### src/rtl/lrg_pkg.sv
// Package for the linear ramp generator: widths, reset values, commands, sequencer states.
// No dependencies.
`default_nettype none

package lrg_pkg;

  localparam int ACC_FRAC_BITS_DEF = 32;
  localparam int Q_W               = 32;
  localparam int TIME_W            = 16;
  localparam int TPM_W             = 8;
  localparam int N_W               = TIME_W + TPM_W;
  localparam logic [TPM_W-1:0] TPM_RESET = 8'd48;

  typedef enum logic {
    CMD_TICK = 1'b0,
    CMD_STOP = 1'b1
  } cmd_t;

  typedef enum logic [3:0] {
    ST_IDLE = 4'b0001,
    ST_DIV  = 4'b0010,
    ST_TICK = 4'b0100,
    ST_OUT  = 4'b1000
  } state_t;

endpackage

`default_nettype wire

### src/rtl/linear_ramp_generator_core.sv
// Linear ramp generator core: ramp sequencer with a restoring divider.
// Depends on lrg_pkg.
//
// Channels: s_* takes one item per transfer, s_tuser is the command (0 = tick
// with target and time, 1 = stop). m_* returns one sample per tick item; a
// stop item returns nothing. cfg_* writes ticks_per_ms, accepted every cycle.
// Sequence: a tick that keeps the target or jumps passes through ST_TICK,
// where the sample is registered, to ST_OUT. A tick that starts a ramp runs
// the divider in ST_DIV first. A stop item leaves the core idle.
// Throughput: one item at a time; s_tready is high only while idle, so a tick
// item holds off new items until its sample is taken on m_tready.
// The radix-2 subtract-and-shift divider sets the length of a retarget.
// Reset: synchronous on rst; value, targets, step and tick count clear to zero,
// ticks_per_ms returns to 48, no sample is pending.
// Stall: the sample holds on m_tdata with m_tvalid high until m_tready; no new
// item is taken meanwhile.
`default_nettype none

module linear_ramp_generator_core #(
  parameter int ACC_FRAC_BITS = lrg_pkg::ACC_FRAC_BITS_DEF
) (
  input  wire logic                          clk,
  input  wire logic                          rst,
  input  wire logic                          s_tvalid,
  output logic                               s_tready,
  input  wire logic [47:0]                   s_tdata,  // target[31:0], time_ms[47:32]
  input  wire logic                          s_tuser,  // cmd[0]
  output logic                               m_tvalid,
  input  wire logic                          m_tready,
  output logic [31:0]                        m_tdata,  // sample[31:0]
  input  wire logic                          cfg_valid,
  output logic                               cfg_ready,
  input  wire logic [lrg_pkg::TPM_W-1:0]     cfg_data
);

  localparam int ACC_W = 16 + ACC_FRAC_BITS;
  localparam int SHIFT = ACC_FRAC_BITS - 16;
  localparam int DW    = ACC_W + 1;
  localparam int CNT_W = $clog2(DW + 1);
  localparam int N_W   = lrg_pkg::N_W;
  localparam int Q_W   = lrg_pkg::Q_W;

  lrg_pkg::state_t state, state_next;

  logic [lrg_pkg::TPM_W-1:0] ticks_per_ms;
  logic signed [ACC_W-1:0]   accum_value;
  logic signed [Q_W-1:0]     ramp_target;
  logic signed [Q_W-1:0]     last_target;
  logic signed [DW-1:0]      step_size;
  logic [N_W-1:0]            ticks_remaining;
  logic [DW-1:0]             dvd;
  logic [N_W-1:0]            rem;
  logic                      neg;
  logic [CNT_W-1:0]          cnt;
  logic [Q_W-1:0]            sample;

  logic                      cmd;
  logic signed [Q_W-1:0]     in_target;
  logic [lrg_pkg::TIME_W-1:0] in_time;
  logic                      s_fire;
  logic [N_W-1:0]            n_raw;
  logic [N_W-1:0]            n_val;
  logic signed [DW-1:0]      diff;
  logic [DW-1:0]             diff_mag;
  logic signed [ACC_W-1:0]   acc_sh;
  logic signed [ACC_W-1:0]   tgt_acc;
  logic signed [ACC_W-1:0]   ramp_acc;
  logic [N_W:0]              trial;
  logic                      qbit;

  assign cmd       = s_tuser;
  assign in_target = s_tdata[31:0];
  assign in_time   = s_tdata[47:32];
  assign s_tready  = (state == lrg_pkg::ST_IDLE);
  assign s_fire    = s_tvalid && s_tready;
  assign m_tvalid  = (state == lrg_pkg::ST_OUT);
  assign m_tdata   = sample;
  assign cfg_ready = 1'b1;

  assign n_raw    = N_W'(in_time * ticks_per_ms);
  assign n_val    = (n_raw == '0) ? N_W'(1) : n_raw;
  assign tgt_acc  = ACC_W'(in_target) <<< SHIFT;
  assign ramp_acc = ACC_W'(ramp_target) <<< SHIFT;
  assign acc_sh   = accum_value >>> SHIFT;
  assign diff     = (DW'(in_target) <<< SHIFT) - DW'(accum_value);
  assign diff_mag = diff[DW-1] ? DW'(-diff) : DW'(diff);

  assign trial = {rem, dvd[DW-1]} - {1'b0, ticks_remaining};
  assign qbit  = !trial[N_W];

  always_comb begin
    state_next = state;
    unique case (state)
      lrg_pkg::ST_IDLE: begin
        if (s_fire && (cmd == lrg_pkg::CMD_TICK)) begin
          if ((in_target != last_target) && (in_time != '0)) begin
            state_next = lrg_pkg::ST_DIV;
          end else begin
            state_next = lrg_pkg::ST_TICK;
          end
        end
      end
      lrg_pkg::ST_DIV: begin
        if (cnt == CNT_W'(1)) begin
          state_next = lrg_pkg::ST_TICK;
        end
      end
      lrg_pkg::ST_TICK: state_next = lrg_pkg::ST_OUT;
      lrg_pkg::ST_OUT: begin
        if (m_tready) begin
          state_next = lrg_pkg::ST_IDLE;
        end
      end
      default: state_next = lrg_pkg::ST_IDLE;
    endcase
  end

  always_ff @(posedge clk) begin
    if (rst) begin
      state           <= lrg_pkg::ST_IDLE;
      ticks_per_ms    <= lrg_pkg::TPM_RESET;
      accum_value     <= '0;
      ramp_target     <= '0;
      last_target     <= '0;
      step_size       <= '0;
      ticks_remaining <= '0;
    end else begin
      state <= state_next;
      if (cfg_valid && cfg_ready) begin
        ticks_per_ms <= cfg_data;
      end
      unique case (state)
        lrg_pkg::ST_IDLE: begin
          if (s_fire) begin
            if (cmd == lrg_pkg::CMD_STOP) begin
              ramp_target     <= acc_sh[Q_W-1:0];
              ticks_remaining <= '0;
            end else begin
              last_target <= in_target;
              if (in_target != last_target) begin
                ramp_target <= in_target;
                if (in_time == '0) begin
                  accum_value     <= tgt_acc;
                  ticks_remaining <= '0;
                end else begin
                  ticks_remaining <= n_val;
                end
              end
            end
          end
        end
        lrg_pkg::ST_DIV: begin
          if (cnt == CNT_W'(1)) begin
            step_size <= neg ? DW'(-$signed({dvd[DW-2:0], qbit}))
                             : $signed({dvd[DW-2:0], qbit});
          end
        end
        lrg_pkg::ST_TICK: begin
          if (ticks_remaining != '0) begin
            accum_value     <= accum_value + ACC_W'(step_size);
            ticks_remaining <= ticks_remaining - N_W'(1);
          end else begin
            accum_value <= ramp_acc;
          end
        end
        lrg_pkg::ST_OUT: ;
        default: ;
      endcase
    end
  end

  // divider datapath and sample register
  always_ff @(posedge clk) begin
    if (s_fire) begin
      dvd <= diff_mag;
      neg <= diff[DW-1];
      rem <= '0;
      cnt <= CNT_W'(DW);
    end else if (state == lrg_pkg::ST_DIV) begin
      dvd <= {dvd[DW-2:0], qbit};
      rem <= qbit ? trial[N_W-1:0] : {rem[N_W-2:0], dvd[DW-1]};
      cnt <= cnt - CNT_W'(1);
    end
    if (state == lrg_pkg::ST_TICK) begin
      sample <= (ticks_remaining != '0) ? acc_sh[Q_W-1:0] : ramp_target;
    end
  end

endmodule

`default_nettype wire

### config.mk
export PLATFORM = sky130hd
export DESIGN_NAME = linear_ramp_generator_core
export DESIGN_NICKNAME = d
export VERILOG_FILES = /design/src/rtl/lrg_pkg.sv /design/src/rtl/linear_ramp_generator_core.sv
export SDC_FILE = /design/constraint.sdc
export NUM_CORES = 1
export LEC_CHECK = 0
export BUFFER_PORTS_ARGS = -buffer_cell sky130_fd_sc_hd__clkbuf_2
export CAP_MARGIN = 15
export CORE_MARGIN = 8
export CORE_UTILIZATION = 35
export CTS_CLUSTER_SIZE = 20
export DETAILED_ROUTE_END_ITERATION = 12
export GPL_TIMING_DRIVEN = 0
export RECOVER_POWER = 100
export SLEW_MARGIN = 5
export SYNTH_ARGS = -nofsm -noshare
export SYNTH_HDL_FRONTEND = slang
export SYNTH_SLANG_ARGS = --single-unit
### constraint.sdc
create_clock -name clk -period 6.53 [get_ports clk]
set_clock_uncertainty 0.15 [all_clocks]
set_input_delay 0.3265 -clock clk [delete_from_list [all_inputs] [get_ports clk]]
set_output_delay 0.3265 -clock clk [all_outputs]
set_load 0.03 [all_outputs]
## After elaboration in Yosys (flattened, before gate mapping)

Index checks and enable logic that the tools add are counted.

| cells by class | value |
|---|---|
| add/sub/neg operators | 7 |
| multiply operators | 1 |
| equal/unequal tests | 15 |
| mux-type cells | 26 |
| bitwise operators | 1 |
| reductions and logical operators | 17 |

Operators by type and width:

| cell | count |
|---|---|
| $mux 48 | 6 |
| $mux 24 | 7 |
| $mux 49 | 3 |
| $mux 32 | 3 |
| $pmux 48 s2 | 1 |
| $neg 49->49 | 1 |
| $sub 48x48->49 | 1 |
| $add 48x48->48 | 1 |
| $neg 48->48 | 1 |
| $pmux 24 s2 | 1 |
| $ne 32x32->1 | 1 |
| $sub 25x24->25 | 1 |
| $logic_not 24->1 | 1 |
| $mul 16x8->24 | 1 |
| $reduce_bool 24->1 | 1 |
| $sub 24x1->24 const B | 1 |
| $logic_not 16->1 | 1 |
| $pmux 4 s4 | 1 |
| $reduce_bool 16->1 | 1 |
| $mux 4 | 3 |
| $ne 2x1->1 const B | 5 |
| $reduce_and 3->1 | 3 |
| $eq 6x1->1 const B | 1 |
| $ne 2x2->1 const B | 3 |
| 14 further kinds | 18 |

| storage, ports and cells | value |
|---|---|
| bits in registers | 308 |
| bits of input ports | 62 |
| output and inout bits | 35 |
| word-level logic and storage cells | 79 |

## Depth between registers and ports, before layout

| depth | value |
|---|---|
| depth after elaboration | 8 |
| gate-level depth with buffers | 22 |

## Worst setup path before layout

OpenSTA, ideal clock, no wires.

| timing path | value |
|---|---|
| kind | register to register |
| start | register ticks_per_ms[7] (netlist bit) |
| end | register ticks_remaining[22] |
| setup time | 86 ps |
| arrival | 5,126 ps |
| path slack | 1,169 ps |
| stages on the path, launching flop included | 19 |
| path buffers | 1 |
| period minus slack after synthesis | 5,361 ps |
| cells stage by stage | dfxtp_1 > clkbuf_1 > and2_1 > fa_1 > fa_1 > fa_1 > inv_1 > fa_1 > inv_1 > ha_1 > o21ai_0 > o31ai_1 > o21ba_2 > a41o_1 > o2111ai_1 > a21boi_0 > o21a_1 > o32a_1 > a211oi_1 |

| between the ends | value |
|---|---|
| longest elaborated chain between the ends | 8 |

RTL lines:

| element | RTL line | text |
|---|---|---|
| start: declaration | linear_ramp_generator_core.sv:45 | `logic [lrg_pkg::TPM_W-1:0] ticks_per_ms;` |
| start signal: assignment | linear_ramp_generator_core.sv:121 | `ticks_per_ms <= lrg_pkg::TPM_RESET;` |
| start signal: assignment | linear_ramp_generator_core.sv:130 | `ticks_per_ms <= cfg_data;` |
| $mul 16x8->24 (*) | linear_ramp_generator_core.sv:80 | `assign n_raw = N_W'(in_time * ticks_per_ms);` |
| $logic_not 24->1 | linear_ramp_generator_core.sv:81 | `assign n_val = (n_raw == '0) ? N_W'(1) : n_raw;` |
| $mux 24 (*) | linear_ramp_generator_core.sv:81 |  |
| $mux 24 (*) | linear_ramp_generator_core.sv:142 | `if (in_time == '0) begin` |
| $mux 24 (*) | linear_ramp_generator_core.sv:140 | `if (in_target != last_target) begin` |
| $mux 24 (*) | linear_ramp_generator_core.sv:135 | `if (cmd == lrg_pkg::CMD_STOP) begin` |
| $mux 24 (*) | linear_ramp_generator_core.sv:134 | `if (s_fire) begin` |
| $pmux 24 s2 (*) | linear_ramp_generator_core.sv:132 | `unique case (state)` |
| end signal: assignment | linear_ramp_generator_core.sv:146 | `ticks_remaining <= n_val;` |
| end signal: assignment | linear_ramp_generator_core.sv:161 | `ticks_remaining <= ticks_remaining - N_W'(1);` |
| end: declaration | linear_ramp_generator_core.sv:50 | `logic [N_W-1:0] ticks_remaining;` |

Mark *: on every way between the ends. The rest lies on a longest branch, timed or not. The select of a mux whose other input is x is not followed.
A chain may end at the register's enable or synchronous reset.

## Worst setup path after layout

| timing path | value |
|---|---|
| start | register accum_value[0] |
| end | register dvd[48], data pin |

| between the ends | value |
|---|---|
| longest elaborated chain between the ends | 4 |

RTL lines:

| element | RTL line | text |
|---|---|---|
| start: declaration | linear_ramp_generator_core.sv:46 | `logic signed [ACC_W-1:0] accum_value;` |
| start signal: assignment | linear_ramp_generator_core.sv:143 | `accum_value <= tgt_acc;` |
| start signal: assignment | linear_ramp_generator_core.sv:160 | `accum_value <= accum_value + ACC_W'(step_size);` |
| start signal: assignment | linear_ramp_generator_core.sv:163 | `accum_value <= ramp_acc;` |
| $sub 48x48->49 (*) | linear_ramp_generator_core.sv:85 | `assign diff = (DW'(in_target) <<< SHIFT) - DW'(accum_value);` |
| $neg 49->49 | linear_ramp_generator_core.sv:86 | `assign diff_mag = diff[DW-1] ? DW'(-diff) : DW'(diff);` |
| $mux 49 (*) | linear_ramp_generator_core.sv:86 |  |
| $mux 49 (*) | linear_ramp_generator_core.sv:174 | `if (s_fire) begin` |
| end signal: assignment | linear_ramp_generator_core.sv:175 | `dvd <= diff_mag;` |
| end signal: assignment | linear_ramp_generator_core.sv:180 | `dvd <= {dvd[DW-2:0], qbit};` |
| end: declaration | linear_ramp_generator_core.sv:51 | `logic [DW-1:0] dvd;` |

Mark *: on every way between the ends. The rest lies on a longest branch, timed or not.

==> impl_metrics.py <==
metrics = {
    "outcome": {
        "status": "complete, but fails checks",
        "violations": "capacitance limit, slew limit",
    },
    "global_routing": {
        "grt_pass1_vias": 23400,
        "grt_max_degree": 31,
        "grt_pass1_wl_um": 139000,
        "grt.total_usage_pct": 21.3,
        "grt_remaining_overflow": 0,
        "antenna_found_initial": 2,
    },
    "sta": {
        "min_period_ps": 6150,
        "worst_pin_slew_ps": 1850,
        "setup_tns_ps": 0,
        "setup_violations": 0,
        "fin_crit_sh_pct": 94.1,
        "hold_violations": 0,
        "rsz0062_at_grt": "no",
        "relSlewSlack_pct": -24.9,
        "clock.fmax_mhz": 163,
        "finalMaxSlewViolations": 60,
    },
    "drt": {
        "vias": 24700,
        "routed_wl_um": 90400,
        "drc_errors": 0,
        "vias_per_cell": 5.65,
        "ant_nets": 0,
        "first_pass_iters": 6,
        "drtIter0Drc": 2092,
        "detail_route.wl_per_cell_um": 20.7,
    },
    "floorplanning": {
        "die_w_um": 288,
        "start_util_pct": 35.4,
        "die_h_um": 288,
        "core_um2": 73100,
        "dieArea_um2": 82800,
        "rows": 99,
        "pin_count": 97,
    },
    "clock_tree": {
        "tritoncts": "yes",
        "cts_sinks": 308,
        "path_clk_slew_ps": 60,
        "clock_path_buffers": 3,
        "insertion_delay_ps": 590,
        "cts_buffers": 37,
        "cts-htree-levels": 2,
        "post_cts.repair.setup_buffers": 0,
        "clockRootBuffer": "clkbuf_16",
    },
    "worst_setup_path": {
        "ff2ff_path_depth": 12,
        "worstPathMaxFanout": 8,
        "cp.arrival_ps": 6250,
        "critPathTopFamily": "simple AND/OR/NAND/NOR gates",
        "crit_buf_inv": 2,
        "reg2reg_from": "accum_value[0]",
        "start_kind": "register",
        "critPathSlowestCell": "nor4b_1",
        "path_class": "register to register",
        "r2r_slack_ps": 380,
        "slowest_delay_ps": 1270,
        "worstSetupEndpointType": "register",
        "path_common_cell": "nand3_1",
        "r2r-end": "dvd[48]",
        "path_cells": "clkbuf_1 > inv_1 > ha_1 > nor4b_1 > nand3_1 > o2111ai_1 > or4b_2 > nor4_1 > nand4_1 > nor4_2 > nand3_1 > o31ai_1",
        "cp.required_ps": 6630,
    },
    "hold_path": {
        "min_to": "last_target[6]",
        "hold_start": "s_tdata[6]",
        "min_path_type": "input port to register",
        "hold_depth": 3,
    },
    "place": {
        "dpl-instance-area_um2": 27600,
        "hpwlAfterDp_um": 70900,
        "dp.cells": 4268,
        "gp_congestion": 0.957,
        "numPortBuffers": 92,
    },
    "synthesis": {
        "syn-num-nets": 3513,
        "ys_types": 91,
        "ys_ff_latch": 308,
        "seq_area_frac_synth_pct": 27.0,
        "ys.flop_type": "dfxtp_1",
        "synth-edff-count": 82,
        "ys_warn_count": 0,
        "synthArstFlopShare_pct": 0,
        "avgSynthCellArea_um2": 8.04,
        "synthCells": 3213,
        "synth_area_um2": 25800,
    },
    "power": {
        "p_leak_nw": 11.5,
        "internal-power_mw": 4.10,
        "p_sw_mw": 2.50,
        "power_density_nw_per_um2": 228,
        "power_mw": 6.60,
        "p_clk_share_pct": 31.4,
        "peakVddDrop_uv": 160,
        "p_sw_share_pct": 37.9,
        "p_comb_share_pct": 35.0,
        "seq_power_share_pct": 33.6,
    },
    "cells_and_area": {
        "area_delta_synth_final_pct": 12.0,
        "final_area_um2": 29000,
        "final_nets": 3677,
        "final_cells": 4367,
        "drive_gt1_share_pct": 4.82,
    },
    "run": {
        "cap_viol_max_count": 4,
    },
}
-- registers in the layout, summed over array words and instances, names as in the netlist --
name,count
accum_value,48
cnt,6
dvd,49
last_target,32
m_tdata,32
neg,1
ramp_target,32
rem,24
state,4
step_size,48
ticks_per_ms,8
ticks_remaining,24
-- layer usage --
| metal | track usage, % | up-vias | part of all wire (%) |
|---|---|---|---|
| li1 | - | 11800 | - |
| met1 | 29.4 | 11800 | 45 |
| met2 | 33.8 | 891 | 44 |
| met3 | 3.11 | 153 | 7.1 |
| met4 | 7.28 | 2 | 3.4 |
| met5 | 0 | - | 0.014 |
-- worst reg2reg max path, stage by stage, from the launching register on --
cell and delay [ps]:
dfxtp_1 310, clkbuf_1 200, inv_1 100, ha_1 250, nor4b_1 1270, nand3_1 310
o2111ai_1 420, or4b_2 690, nor4_1 410, nand4_1 340, nor4_2 480, nand3_1 170
o31ai_1 730
-- timing repair --
action	4_1_cts	5_1_grt
endpoints found under the hold margin	30	0
setup endpoints to repair	1	6
resized for setup	0	6
hold buffers	30	0
-- Yosys cell counts, drive strengths merged, types with 24 or more instances --
library cell	n	area, um^2
nand2	348	1310
nor2	269	1010
dfxtp	226	4520
a21oi	223	1120
o21ai	223	1120
inv	188	706
clkbuf	161	604
ha	152	1900
and2	121	757
xor2	121	1070
xnor2	114	998
a211oi	98	758
fa	86	1720
edfxtp	82	2460
nor3	74	375
a21o	71	533
nand3	69	345
mux2i	52	521
nor4	44	330
a221oi	34	298
or3	33	211
a22oi	24	180
a31oi	24	150
nand4	24	150
-- kinds of logic (layout without fill, tap and decap cells) --
| family | Yosys count | count (layout) | share of synthesized area [%] |
|---|---|---|---|
| AND/OR/NAND/NOR | 1106 | 1106 | 20.9 |
| AO/OA/AOI/OAI | 901 | 901 | 22.5 |
| buffers and inverters | 370 | 563 | 5.40 |
| flip-flops | 308 | 308 | 27.0 |
| adder cells (fa/ha/maj) | 238 | 238 | 14.0 |
| XOR/XNOR | 235 | 235 | 7.99 |
| multiplexers | 54 | 54 | 2.10 |
| other | 1 | 3 | 0.0145 |
-- layout by cell type (no fill, tap or decap), types with 82 or more instances in the layout --
| cell | count |
|---|---|
| a211oi_1 | 95 |
| a21oi_1 | 223 |
| and2_1 | 119 |
| clkbuf_1 | 216 |
| dfxtp_1 | 226 |
| edfxtp_1 | 82 |
| fa_1 | 86 |
| ha_1 | 152 |
| inv_1 | 187 |
| nand2_1 | 348 |
| nor2_1 | 269 |
| o21ai_0 | 217 |
| xnor2_1 | 114 |
| xor2_1 | 120 |
-- stage by stage --
| stage | hold slack [ps] | worst slack (ps) | util (%) |
|---|---|---|---|
| floorplan | 286 | 1170 | - |
| global placement | 304 | 65.7 | 37.6 |
| detailed placement | 310 | 76.5 | 37.7 |
| CTS | 0.703 | 184 | 39.8 |
| global route | 16.2 | 0.329 | 39.6 |
| finish | 30.1 | 382 | 39.6 |
-- power groups by stage --
stage | clock network (mW) | registers, mW | logic, mW
finish | 2.08 | 2.22 | 2.31
global placement | 0 | 2.25 | 2.27
floorplan | 0 | 2.21 | 1.67
global route | 2.18 | 2.23 | 2.58
CTS | 2.10 | 2.21 | 2.30
detailed placement | 0 | 2.25 | 2.27
-- worst max path at each step --
stage,from,end,depth (start not counted)
global placement,ticks_remaining[0],step_size[26],19
CTS,ticks_per_ms[7],ticks_remaining[0],20
finish,accum_value[0],dvd[48],12
floorplan,ticks_per_ms[7],ticks_remaining[22],18
global route,ticks_per_ms[7],ticks_remaining[0],20
detailed placement,ticks_remaining[2],step_size[26],19
-- area by class of cell --
type / instances / area, um^2
clock buffers: 46 / 1000
plain buffers: 181 / 688
flip-flops and latches: 308 / 6990
multi-input cells: 2535 / 17400
diodes: 2 / 5.00
fillers: 7652 / 44100
well taps: 959 / 1200
repair buffers: 126 / 732
inverters: 188 / 709
clock inverters: 22 / 199
No activity file was read; power rests on OpenSTA's default activity.
